--- src/hw/rtl/cufc_pkg.sv ---
// ----------------------------------------------------------------------------
// cufc_pkg
// shared codes, command type and crc-8 (poly 0xd5, msb first) for the
// camera uart frame codec
// ----------------------------------------------------------------------------
`default_nettype none

package cufc_pkg;

  localparam logic [7:0] HdrByte = 8'hCC;
  localparam logic [7:0] CrcPoly = 8'hD5;

  // input action codes
  localparam logic [1:0] ActTx    = 2'd0;
  localparam logic [1:0] ActRx    = 2'd1;
  localparam logic [1:0] ActAbort = 2'd2;

  // result kind codes
  localparam logic [1:0] KindTx      = 2'd0;
  localparam logic [1:0] KindPayload = 2'd1;
  localparam logic [1:0] KindGood    = 2'd2;
  localparam logic [1:0] KindBad     = 2'd3;

  // queue between front and back
  localparam int QDepth = 4;
  localparam int QAw    = $clog2(QDepth);

  typedef enum logic [1:0] {
    OP_TX,
    OP_RX,
    OP_ABORT
  } op_e;

  typedef struct packed {
    op_e        op;
    logic [7:0] data;
    logic       first;
    logic       last;
  } cmd_t;

  // queue head as seen by the back end
  typedef struct packed {
    logic valid;
    cmd_t cmd;
  } head_t;

  function automatic logic [7:0] crc_fold(input logic [7:0] crc, input logic [7:0] b);
    logic [7:0] c;
    c = crc ^ b;
    for (int i = 0; i < 8; i++) begin
      c = c[7] ? ((c << 1) ^ CrcPoly) : (c << 1);
    end
    return c;
  endfunction

  // crc after folding the header into a zero seed
  localparam logic [7:0] HdrCrc = crc_fold(8'h00, HdrByte);

endpackage

`default_nettype wire

--- src/hw/rtl/cufc_front.sv ---
// ----------------------------------------------------------------------------
// cufc_front
// accepts input items and classifies them into queue commands
// ----------------------------------------------------------------------------
`default_nettype none

module cufc_front
  import cufc_pkg::*;
(
  input  wire logic       s_axis_tvalid_i,
  output logic            s_axis_tready_o,
  input  wire logic [7:0] s_axis_tdata_i,
  input  wire logic [2:0] s_axis_tuser_i,
  input  wire logic       s_axis_tlast_i,
  input  wire logic       q_full_i,
  output logic            push_o,
  output cmd_t            cmd_o
);

  logic keep;

  assign s_axis_tready_o = !q_full_i;

  always_comb begin
    keep        = 1'b1;
    cmd_o.op    = OP_TX;
    cmd_o.data  = s_axis_tdata_i;
    cmd_o.first = s_axis_tuser_i[2];
    cmd_o.last  = s_axis_tlast_i;
    unique case (s_axis_tuser_i[1:0])
      ActTx:    cmd_o.op = OP_TX;
      ActRx:    cmd_o.op = OP_RX;
      ActAbort: cmd_o.op = OP_ABORT;
      default:  keep = 1'b0;  // unused action, dropped
    endcase
  end

  assign push_o = s_axis_tvalid_i && !q_full_i && keep;

endmodule

`default_nettype wire

--- src/hw/rtl/cufc_queue.sv ---
// ----------------------------------------------------------------------------
// cufc_queue
// small command queue between front and back ends
// ----------------------------------------------------------------------------
`default_nettype none

module cufc_queue
  import cufc_pkg::*;
(
  input  wire logic clk_i,
  input  wire logic rst_ni,
  input  wire logic push_i,
  input  wire cmd_t cmd_i,
  input  wire logic pop_i,
  output logic      full_o,
  output head_t     head_o
);

  cmd_t           mem_q [QDepth];
  logic [QAw-1:0] wr_ptr_q, wr_ptr_d;
  logic [QAw-1:0] rd_ptr_q, rd_ptr_d;
  logic [QAw:0]   count_q, count_d;
  logic           do_pop;

  assign full_o       = (count_q == QAw'(0) + (QAw+1)'(QDepth));
  assign head_o.valid = (count_q != '0);
  assign head_o.cmd   = mem_q[rd_ptr_q];
  assign do_pop       = pop_i && head_o.valid;

  always_comb begin
    wr_ptr_d = push_i ? wr_ptr_q + QAw'(1) : wr_ptr_q;
    rd_ptr_d = do_pop ? rd_ptr_q + QAw'(1) : rd_ptr_q;
    count_d  = count_q + (QAw+1)'(push_i) - (QAw+1)'(do_pop);
  end

  always_ff @(posedge clk_i or negedge rst_ni) begin
    if (!rst_ni) begin
      wr_ptr_q <= '0;
      rd_ptr_q <= '0;
      count_q  <= '0;
    end else begin
      wr_ptr_q <= wr_ptr_d;
      rd_ptr_q <= rd_ptr_d;
      count_q  <= count_d;
    end
  end

  always_ff @(posedge clk_i) begin
    if (push_i) begin
      mem_q[wr_ptr_q] <= cmd_i;
    end
  end

endmodule

`default_nettype wire

--- src/hw/rtl/cufc_back.sv ---
// ----------------------------------------------------------------------------
// cufc_back
// executes queued commands: crc state, framing steps, output register
// ----------------------------------------------------------------------------
`default_nettype none

module cufc_back
  import cufc_pkg::*;
(
  input  wire logic       clk_i,
  input  wire logic       rst_ni,
  input  wire head_t      head_i,
  output logic            pop_o,
  output logic            m_axis_tvalid_o,
  input  wire logic       m_axis_tready_i,
  output logic [7:0]      m_axis_tdata_o,
  output logic [1:0]      m_axis_tuser_o,
  output logic            m_axis_tlast_o
);

  // transmit step within one item
  localparam logic [1:0] PhStart = 2'd0;
  localparam logic [1:0] PhByte  = 2'd1;
  localparam logic [1:0] PhCrc   = 2'd2;

  logic [1:0] ph_q, ph_d;
  logic [7:0] tx_crc_q, tx_crc_d;
  logic [7:0] rx_crc_q, rx_crc_d;
  logic       in_frame_q, in_frame_d;

  logic       out_valid_q;
  logic [7:0] out_byte_q;
  logic [1:0] out_kind_q;
  logic       out_last_q;

  logic       can_emit;
  logic       emit;
  logic [1:0] res_kind;
  logic [7:0] res_byte;
  logic       res_last;
  cmd_t       cmd;

  assign cmd      = head_i.cmd;
  assign can_emit = !out_valid_q || m_axis_tready_i;

  always_comb begin
    pop_o      = 1'b0;
    emit       = 1'b0;
    res_kind   = KindTx;
    res_byte   = 8'h00;
    res_last   = 1'b0;
    ph_d       = ph_q;
    tx_crc_d   = tx_crc_q;
    rx_crc_d   = rx_crc_q;
    in_frame_d = in_frame_q;
    if (head_i.valid) begin
      unique case (cmd.op)
        OP_TX: begin
          if (can_emit) begin
            emit = 1'b1;
            if (ph_q == PhStart && cmd.first) begin
              res_byte = HdrByte;
              tx_crc_d = HdrCrc;
              ph_d     = PhByte;
            end else if (ph_q == PhCrc) begin
              res_byte = tx_crc_q;
              res_last = 1'b1;
              pop_o    = 1'b1;
              ph_d     = PhStart;
            end else begin
              res_byte = cmd.data;
              tx_crc_d = crc_fold(tx_crc_q, cmd.data);
              if (cmd.last) begin
                ph_d = PhCrc;
              end else begin
                res_last = 1'b1;
                pop_o    = 1'b1;
                ph_d     = PhStart;
              end
            end
          end
        end
        OP_RX: begin
          if (!in_frame_q) begin
            // hunting: only the header matters, nothing is emitted
            pop_o = 1'b1;
            if (cmd.data == HdrByte) begin
              rx_crc_d   = HdrCrc;
              in_frame_d = 1'b1;
            end
          end else if (can_emit) begin
            emit     = 1'b1;
            res_last = 1'b1;
            pop_o    = 1'b1;
            if (cmd.data == rx_crc_q) begin
              res_kind   = KindGood;
              in_frame_d = 1'b0;
              rx_crc_d   = 8'h00;
            end else begin
              res_kind = KindPayload;
              res_byte = cmd.data;
              rx_crc_d = crc_fold(rx_crc_q, cmd.data);
            end
          end
        end
        OP_ABORT: begin
          if (!in_frame_q) begin
            pop_o = 1'b1;
          end else if (can_emit) begin
            emit       = 1'b1;
            res_kind   = KindBad;
            res_last   = 1'b1;
            pop_o      = 1'b1;
            in_frame_d = 1'b0;
            rx_crc_d   = 8'h00;
          end
        end
        default: pop_o = 1'b1;
      endcase
    end
  end

  always_ff @(posedge clk_i or negedge rst_ni) begin
    if (!rst_ni) begin
      ph_q        <= PhStart;
      tx_crc_q    <= 8'h00;
      rx_crc_q    <= 8'h00;
      in_frame_q  <= 1'b0;
      out_valid_q <= 1'b0;
    end else begin
      ph_q       <= ph_d;
      tx_crc_q   <= tx_crc_d;
      rx_crc_q   <= rx_crc_d;
      in_frame_q <= in_frame_d;
      if (emit) begin
        out_valid_q <= 1'b1;
      end else if (m_axis_tready_i) begin
        out_valid_q <= 1'b0;
      end
    end
  end

  always_ff @(posedge clk_i) begin
    if (emit) begin
      out_byte_q <= res_byte;
      out_kind_q <= res_kind;
      out_last_q <= res_last;
    end
  end

  assign m_axis_tvalid_o = out_valid_q;
  assign m_axis_tdata_o  = out_byte_q;
  assign m_axis_tuser_o  = out_kind_q;
  assign m_axis_tlast_o  = out_last_q;

  // a transmit item in progress keeps its command at the queue head
  assert property (@(posedge clk_i) disable iff (!rst_ni)
    (ph_q != PhStart) |-> (head_i.valid && head_i.cmd.op == OP_TX))
    else $error("transmit step pending without its command");

  // receive-side results only come out of an open frame
  assert property (@(posedge clk_i) disable iff (!rst_ni)
    (emit && res_kind != KindTx) |-> in_frame_q)
    else $error("receive result while hunting");

  // a frame end returns to hunting with a cleared crc
  assert property (@(posedge clk_i) disable iff (!rst_ni)
    (emit && (res_kind == KindGood || res_kind == KindBad))
      |=> (!in_frame_q && rx_crc_q == 8'h00))
    else $error("frame end left receive state open");

endmodule

`default_nettype wire

--- src/hw/rtl/camera_uart_frame_codec.sv ---
// ----------------------------------------------------------------------------
// camera_uart_frame_codec
// byte framer / deframer for a camera control link with crc-8 dvb-s2 check
// ----------------------------------------------------------------------------
//
//   channel   dir  tdata           tuser                          tlast
//   s_axis    in   data_byte[7:0]  action[1:0], first_of_frame[2]  last_of_frame
//   m_axis    out  out_byte[7:0]   kind[1:0]                       final_res
//
// - the front end takes one item per cycle while the 4-entry command queue
//   has room; unused action codes are dropped at the front
// - the back end emits one result per cycle into the output register while
//   it can take one; a transmit item yields up to three (header, byte, crc)
// - items that yield no result (hunting, idle abort) retire even while the
//   output register is stalled
// - reset clears the crc registers, frame state, queue and output valid
//
`default_nettype none

module camera_uart_frame_codec
  import cufc_pkg::*;
(
  input  wire logic       clk_i,
  input  wire logic       rst_ni,
  // input items
  input  wire logic       s_axis_tvalid_i,
  output logic            s_axis_tready_o,
  input  wire logic [7:0] s_axis_tdata_i,   // [7:0] data_byte
  input  wire logic [2:0] s_axis_tuser_i,   // [1:0] action, [2] first_of_frame
  input  wire logic       s_axis_tlast_i,   // last_of_frame
  // result items
  output logic            m_axis_tvalid_o,
  input  wire logic       m_axis_tready_i,
  output logic [7:0]      m_axis_tdata_o,   // [7:0] out_byte
  output logic [1:0]      m_axis_tuser_o,   // [1:0] kind
  output logic            m_axis_tlast_o    // final_res
);

  logic  push;
  cmd_t  push_cmd;
  logic  q_full;
  logic  pop;
  head_t head;

  // decode: action select into a queue command
  cufc_front u_front (
    .s_axis_tvalid_i (s_axis_tvalid_i),
    .s_axis_tready_o (s_axis_tready_o),
    .s_axis_tdata_i  (s_axis_tdata_i),
    .s_axis_tuser_i  (s_axis_tuser_i),
    .s_axis_tlast_i  (s_axis_tlast_i),
    .q_full_i        (q_full),
    .push_o          (push),
    .cmd_o           (push_cmd)
  );

  // decouples intake from result delivery
  cufc_queue u_queue (
    .clk_i  (clk_i),
    .rst_ni (rst_ni),
    .push_i (push),
    .cmd_i  (push_cmd),
    .pop_i  (pop),
    .full_o (q_full),
    .head_o (head)
  );

  // framing, crc tracking and result register
  cufc_back u_back (
    .clk_i           (clk_i),
    .rst_ni          (rst_ni),
    .head_i          (head),
    .pop_o           (pop),
    .m_axis_tvalid_o (m_axis_tvalid_o),
    .m_axis_tready_i (m_axis_tready_i),
    .m_axis_tdata_o  (m_axis_tdata_o),
    .m_axis_tuser_o  (m_axis_tuser_o),
    .m_axis_tlast_o  (m_axis_tlast_o)
  );

endmodule

`default_nettype wire

--- config.mk ---
export PLATFORM = sky130hd
export DESIGN_NAME = camera_uart_frame_codec
export DESIGN_NICKNAME = d
export VERILOG_FILES = /design/src/hw/rtl/cufc_pkg.sv /design/src/hw/rtl/cufc_front.sv /design/src/hw/rtl/cufc_queue.sv /design/src/hw/rtl/cufc_back.sv /design/src/hw/rtl/camera_uart_frame_codec.sv
export SDC_FILE = /design/constraint.sdc
export NUM_CORES = 1
export LEC_CHECK = 0
export ABC_AREA = 1
export BUFFER_PORTS_ARGS = -buffer_cell sky130_fd_sc_hd__buf_2
export CAP_MARGIN = 20
export CORE_ASPECT_RATIO = 0.8
export CORE_MARGIN = 2
export CORE_UTILIZATION = 30
export CTS_BUF_LIST = sky130_fd_sc_hd__clkbuf_4
export DETAILED_ROUTE_END_ITERATION = 10
export GPL_TIMING_DRIVEN = 0
export SLEW_MARGIN = 30
export SYNTH_ARGS = -nofsm -noshare
export SYNTH_HDL_FRONTEND = slang
export SYNTH_SLANG_ARGS = --single-unit
--- constraint.sdc ---
create_clock -name clk_i -period 5.4 [get_ports clk_i]
set_input_delay 0.54 -clock clk_i [delete_from_list [all_inputs] [get_ports clk_i]]
set_output_delay 0.54 -clock clk_i [all_outputs]
set_load 0.03 [all_outputs]
==> impl_metrics.py, run 1 <==
metrics = {
    "outcome": {
        "status": "finished clean",
    },
    "logic_synthesis": {
        "synth_area_per_cell_um2": 8.519,
        "ys_ff_latch": 86,
        "yosys.area_share.adder_pct": 3.079,
        "synth_warnings": 0,
        "muxShareOfSynthArea_pct": 0,
        "synth_compound_area_share_pct": 5.327,
        "synth_xor_area_share_pct": 4.790,
        "syn-cell-area_um2": 5120,
        "syn_nets": 629,
        "yosysUniqueCellTypes": 36,
        "synth_top_family_by_area": "simple AND/OR/NAND/NOR gates",
        "syn_inst": 601,
        "synth_simple_gate_area_share_pct": 32.21,
        "ys_seq_area_share_pct": 47.80,
    },
    "clock_tree": {
        "cts_setup_buffers": 0,
        "cts_tree": "done",
        "cts_resized": 0,
        "clk_pin_slew_ns": 0.17,
        "cts-root-buf": "clkbuf_4",
        "clk_path_buf_depth": 2,
        "clock_latency_ns": 0.47,
        "cts-hold-fix-buffers": 0,
        "cts_made_buffers": 9,
        "cts.sinks": 86,
        "htree_levels": 3,
    },
    "timing": {
        "slew_violations": 0,
        "skew_ns": 0.02270,
        "setup_tns_ns": 0,
        "fmax_ghz": 0.2611,
        "rsz0062_at_grt": "no",
        "holdWs_ns": 0.08666,
        "hold_viol": 0,
        "fin_crit_ns": 3.830,
        "fin_crit_sh_pct": 70.92,
        "slew_headroom_pct": 44.80,
        "finalSetupViolCount": 0,
        "worst_slew_pin_slew_ns": 0.8272,
    },
    "place": {
        "dp_hpwl_um": 9117,
        "place_congestion": 0.8741,
        "port-buffer-count": 28,
    },
    "floorplanning": {
        "initial_utilization_pct": 30.83,
        "rows": 42,
        "die_area_um2": 18130,
        "core_um2": 16610,
        "die_h_um": 120.8,
        "die_w_um": 150.1,
        "ios": 29,
    },
    "worst_setup_path": {
        "critPathCaptureType": "flip-flop",
        "critical_path_class": "flip-flop to flip-flop",
        "start_kind": "flip-flop",
        "required_ns": 5.78,
        "cp_max_fo": 10,
        "cp.arrival_ns": 4.20,
    },
    "layout": {
        "diodes": 0,
        "area_growth_pct": 11.17,
        "nNetsFinal": 668,
        "drive_gt1_share_pct": 17.67,
    },
    "global_route": {
        "grt_max_degree": 28,
        "grt_pass1_wl_um": 20000,
        "grt_overflow_total": 0,
        "grt_pass1_vias": 3800,
        "antenna_found_initial": 0,
        "grt_use_total_pct": 14.40,
    },
    "drt": {
        "drc_errors": 0,
        "wirelength_um": 12070,
        "avgRoutedWirePerCell_um": 13.95,
        "dr.pass1.iters": 4,
        "drt-initial-drc-count": 249,
        "via_per_inst": 4.667,
        "ant_nets": 0,
        "num_vias": 4037,
    },
    "hold_path": {
        "hold_path_class": "input port to async pin",
    },
    "flow_run": {
        "drv_cap": 0,
    },
}
## layer usage
layer / track usage, % / vias to the layer above / share of wire (%)
li1: - / 2055 / -
met1: 21.61 / 1914 / 54
met2: 20.95 / 58 / 42
met3: 3.509 / 10 / 3.9
met4: 3.007 / 0 / 0.88
met5: 0 / - / 0
## stage by stage
stage | instance area, µm² | cells | worst slack [ns] | util [%]
after floorplan | 5120 | 601 | 2.268 | -
after global placement | 5535 | 849 | 1.592 | 33.33
after detailed placement | 5553 | 849 | 1.571 | 33.44
after CTS | 5692 | 865 | 1.571 | 34.28
after global routing | 5692 | 865 | 1.301 | 34.28
final | 5692 | 865 | 1.570 | 34.28
## placed cells by master, fill, tap and decap left out, types with 7 or more instances in the layout
cell / instances
nand2_1: 192
nand3_1: 73
inv_1: 64
edfxtp_1: 59
buf_2: 28
nand2_2: 27
dfrtp_1: 27
nor2_1: 25
o21ai_0: 17
xor2_1: 17
a21oi_1: 13
ha_1: 11
o22ai_1: 9
clkbuf_4: 9
nor2_2: 8
nand3_2: 7
## logic make-up (layout without fill, tap and decap cells)
kind of cell / after synthesis / in the layout
buf+inv: 79 / 123
xor+xnor: 25 / 25
simple gates: 351 / 351
fa+ha+maj: 12 / 12
compound gates: 48 / 48
flops: 86 / 86
## Yosys cell counts (all sizes together)
| cell | count | area (µm²) |
|---|---|---|
| nor2 | 33 | 131.4 |
| a21oi | 13 | 65.06 |
| nand3 | 84 | 505.5 |
| a211oi | 1 | 7.510 |
| nor4 | 1 | 6.260 |
| xor2 | 19 | 192.7 |
| nand4 | 2 | 12.51 |
| nor3 | 4 | 25.02 |
| buf | 7 | 75.07 |
| o22ai | 9 | 56.30 |
| ha | 11 | 137.6 |
| a22oi | 1 | 7.510 |
| edfxtp | 59 | 1772 |
| a32oi | 2 | 17.52 |
| inv | 71 | 269.0 |
| fa | 1 | 20.02 |
| o211ai | 2 | 15.01 |
| o21ai | 20 | 103.9 |
| xnor2 | 6 | 52.55 |
| dfrtp | 27 | 675.7 |
| nand2 | 224 | 945.9 |
| clkbuf | 1 | 3.750 |
| nand3b | 3 | 22.52 |
## final timing paths
kind                            slack [ns]           startpoint  cells after the start                  end
worst max-delay path                  1.57  u_queue.rd_ptr_q[0]                     21   u_queue.count_q[2]
worst min-delay path                  0.09               rst_ni                      1   u_back.tx_crc_q[1]
worst max register to register        1.57  u_queue.rd_ptr_q[0]                     21   u_queue.count_q[2]
worst min register to register        0.54   u_back.tx_crc_q[2]                      2   u_back.tx_crc_q[2]
max in group asynchronous             4.83               rst_ni                      1  u_queue.rd_ptr_q[0]
min in group clk_i                    0.28       s_axis_tlast_i                      1  u_queue.mem_q[3][0]
## area by class of cell
cell class                      count  area, µm²
Buffer                              8      78.83
Clock buffer                        9      67.56
Clock inverter                      7      71.32
Fill cell                        1772      10910
Inverter                           71      269.0
Multi-Input combinational cell    436       2342
Sequential cell                    86       2447
Tap cell                          220      275.3
Timing Repair Buffer               28      140.1
## worst max-delay path, stage by stage (launching register included)
cell,delay (ns)
dfrtp_1,0.40
buf_6,0.14
inv_4,0.09
buf_6,0.16
buf_6,0.16
nand2_1,0.05
a32oi_1,0.35
inv_1,0.12
ha_1,0.21
nand2_1,0.22
inv_1,0.15
nand2_1,0.09
inv_1,0.11
nand2_1,0.16
nand3_1,0.09
nand2_1,0.09
inv_1,0.09
ha_1,0.28
inv_1,0.04
ha_1,0.20
fa_1,0.38
xor2_1,0.17
## registers in the layout, summed over array words and instances (netlist names)
| name | count |
|---|---|
| u_back.ph_q | 2 |
| u_back.m_axis_tvalid_o | 1 |
| u_back.m_axis_tdata_o | 8 |
| u_back.m_axis_tlast_o | 1 |
| u_back.in_frame_q | 1 |
| u_queue.wr_ptr_q | 2 |
| u_back.tx_crc_q | 8 |
| u_back.m_axis_tuser_o | 2 |
| u_queue.rd_ptr_q | 2 |
| u_queue.mem_q | 48 |
| u_queue.count_q | 3 |
| u_back.rx_crc_q | 8 |
Power of run 1 is not shown: default switching activity piles up to over one toggle a cycle in this logic, so the estimate is an artifact.
==> run 2, diff against run 1 <==
clock period = 3.7 ns   (was 5.4 ns; I/O delays follow)
==> impl_metrics.py, run 2 (synthesized netlist as in run 1, its figures left out) <==
metrics = {
    "floorplanning": {
        "initial_utilization_pct": 30.83,
        "die_w_um": 150.1,
        "rows": 42,
        "core_um2": 16610,
        "die_area_um2": 18130,
        "die_h_um": 120.8,
        "ios": 29,
    },
    "timing": {
        "setup_tns_ns": 0,
        "slew_headroom_pct": 46.55,
        "holdWs_ns": 0.1030,
        "fmax_ghz": 0.2891,
        "worst_slew_pin_slew_ns": 0.7974,
        "fin_crit_sh_pct": 93.47,
        "finalSetupViolCount": 0,
        "fin_crit_ns": 3.459,
        "skew_ns": 0.02476,
        "slew_violations": 0,
        "fin_ws_ns": 0.2415,
        "hold_viol": 0,
    },
    "worst_setup_path": {
        "required_ns": 4.08,
        "path_cells": "buf_6 -> inv_6 -> buf_6 -> nand2_1 -> a32oi_2 -> inv_1 -> ha_1 -> nand2_4 -> inv_1 -> nand2_1 -> inv_1 -> nand2_2 -> nand3_1 -> nand2_1 -> inv_1 -> ha_1 -> inv_1 -> ha_1 -> fa_1 -> xor2_1",
        "critPathCaptureType": "flip-flop",
        "crit_family": "adder cells",
        "cp.arrival_ns": 3.83,
        "path_common_cell": "inv_1",
        "critPathBufInv": 8,
        "start_kind": "flip-flop",
        "r2r_slack_ns": 0.24,
        "cp_max_fo": 16,
        "max_stage_delay_ns": 0.40,
        "critPathSlowestCell": "dfrtp_1",
        "critical_path_class": "flip-flop to flip-flop",
    },
    "place": {
        "pre_cts_ws_ns": -0.1289,
        "place_congestion": 0.8741,
        "port-buffer-count": 28,
        "dp_hpwl_um": 9117,
    },
    "clock_tree": {
        "clk_pin_slew_ns": 0.17,
        "cts_tree": "done",
        "cts.sinks": 86,
        "clk_path_buf_depth": 2,
        "cts-root-buf": "clkbuf_4",
        "htree_levels": 3,
        "clock_latency_ns": 0.47,
        "cts_made_buffers": 9,
    },
    "drt": {
        "wirelength_um": 12090,
        "dr.pass1.iters": 4,
        "via_per_inst": 4.654,
        "drt-initial-drc-count": 269,
        "avgRoutedWirePerCell_um": 13.95,
        "ant_nets": 0,
        "num_vias": 4030,
        "drc_errors": 0,
    },
    "layout": {
        "area_growth_pct": 11.83,
        "drive_gt1_share_pct": 18.27,
        "fillers": 1768,
        "final_common_cell": "nand2_1",
        "largest_reg_flops": 48,
        "regArea_um2": 2447,
        "final_cell_mix": "nand2_1, nand3_1, inv_1, edfxtp_1",
        "top_register": "u_queue.mem_q",
        "diodes": 0,
        "fin_util_pct": 34.48,
        "nNetsFinal": 669,
        "multi_input_area_um2": 2367,
    },
    "global_route": {
        "grt_max_degree": 28,
        "grt_pass1_vias": 3807,
        "grt_pass1_wl_um": 20070,
        "antenna_found_initial": 0,
        "grt_overflow_total": 0,
        "grt_use_total_pct": 14.44,
    },
    "hold_path": {
        "hold_path_class": "input port to flip-flop",
    },
    "flow_run": {
        "drv_cap": 0,
    },
    "outcome": {
        "status": "finished clean",
    },
}
run 2: worst paths after layout:
path                                          start                   to  cells after the start
max in group asynchronous                    rst_ni  u_queue.rd_ptr_q[0]                      2
worst max register to register  u_queue.rd_ptr_q[0]   u_queue.count_q[2]                     20
worst min-delay path                 s_axis_tlast_i  u_queue.mem_q[3][0]                      1
worst min register to register   u_back.tx_crc_q[2]   u_back.tx_crc_q[2]                      2
worst max-delay path            u_queue.rd_ptr_q[0]   u_queue.count_q[2]                     20
min in group asynchronous                    rst_ni   u_back.tx_crc_q[1]                      2
run 2: per-stage QoR:
step                instance area (µm²)  std cells
floorplan                          5120        601
global placement                   5535        849
detailed placement                 5553        849
CTS                                5719        866
global route                       5725        866
finish                             5725        866
run 2: final cells by class:
cell class,count,share of cell area (%)
sequential,86,42.74
buffer,7,1.180
clock buffer,9,1.180
clock inverter,7,1.246
timing repair buffer,30,2.753
inverter,71,4.742
multi-input combinational,436,41.35
tap,220,4.808
run 2: per-layer routing:
layer	GRT usage [%]	part of all wire (%)	wire [µm]	vias to the layer above
met4	3.007	0.89	107	0
met1	21.75	53	6399	1896
met2	20.92	42	5054	65
met5	0	0	0	-
met3	3.509	4.3	523	10
li1	-	-	-	2059
run 2: timing repair:
action / in CTS / in global routing
resized for setup: 3 / 3
buffers inserted: 0 / 1
cloned: 0 / 0
hold endpoints to repair: 27 / 0
pin swaps: 0 / 2
hold buffers: 1 / 0
setup endpoints to repair: 2 / 2
run 2: worst reg2reg max path: stages, from the launching register on:
cell     delay, ns
dfrtp_1       0.40
buf_6         0.14
inv_6         0.14
buf_6         0.18
nand2_1       0.07
a32oi_2       0.28
inv_1         0.10
ha_1          0.24
nand2_4       0.11
inv_1         0.10
nand2_1       0.08
inv_1         0.11
nand2_2       0.13
nand3_1       0.08
nand2_1       0.09
inv_1         0.09
ha_1          0.28
inv_1         0.04
ha_1          0.20
fa_1          0.38
xor2_1        0.17
Power of run 2 is left out for the same reason.
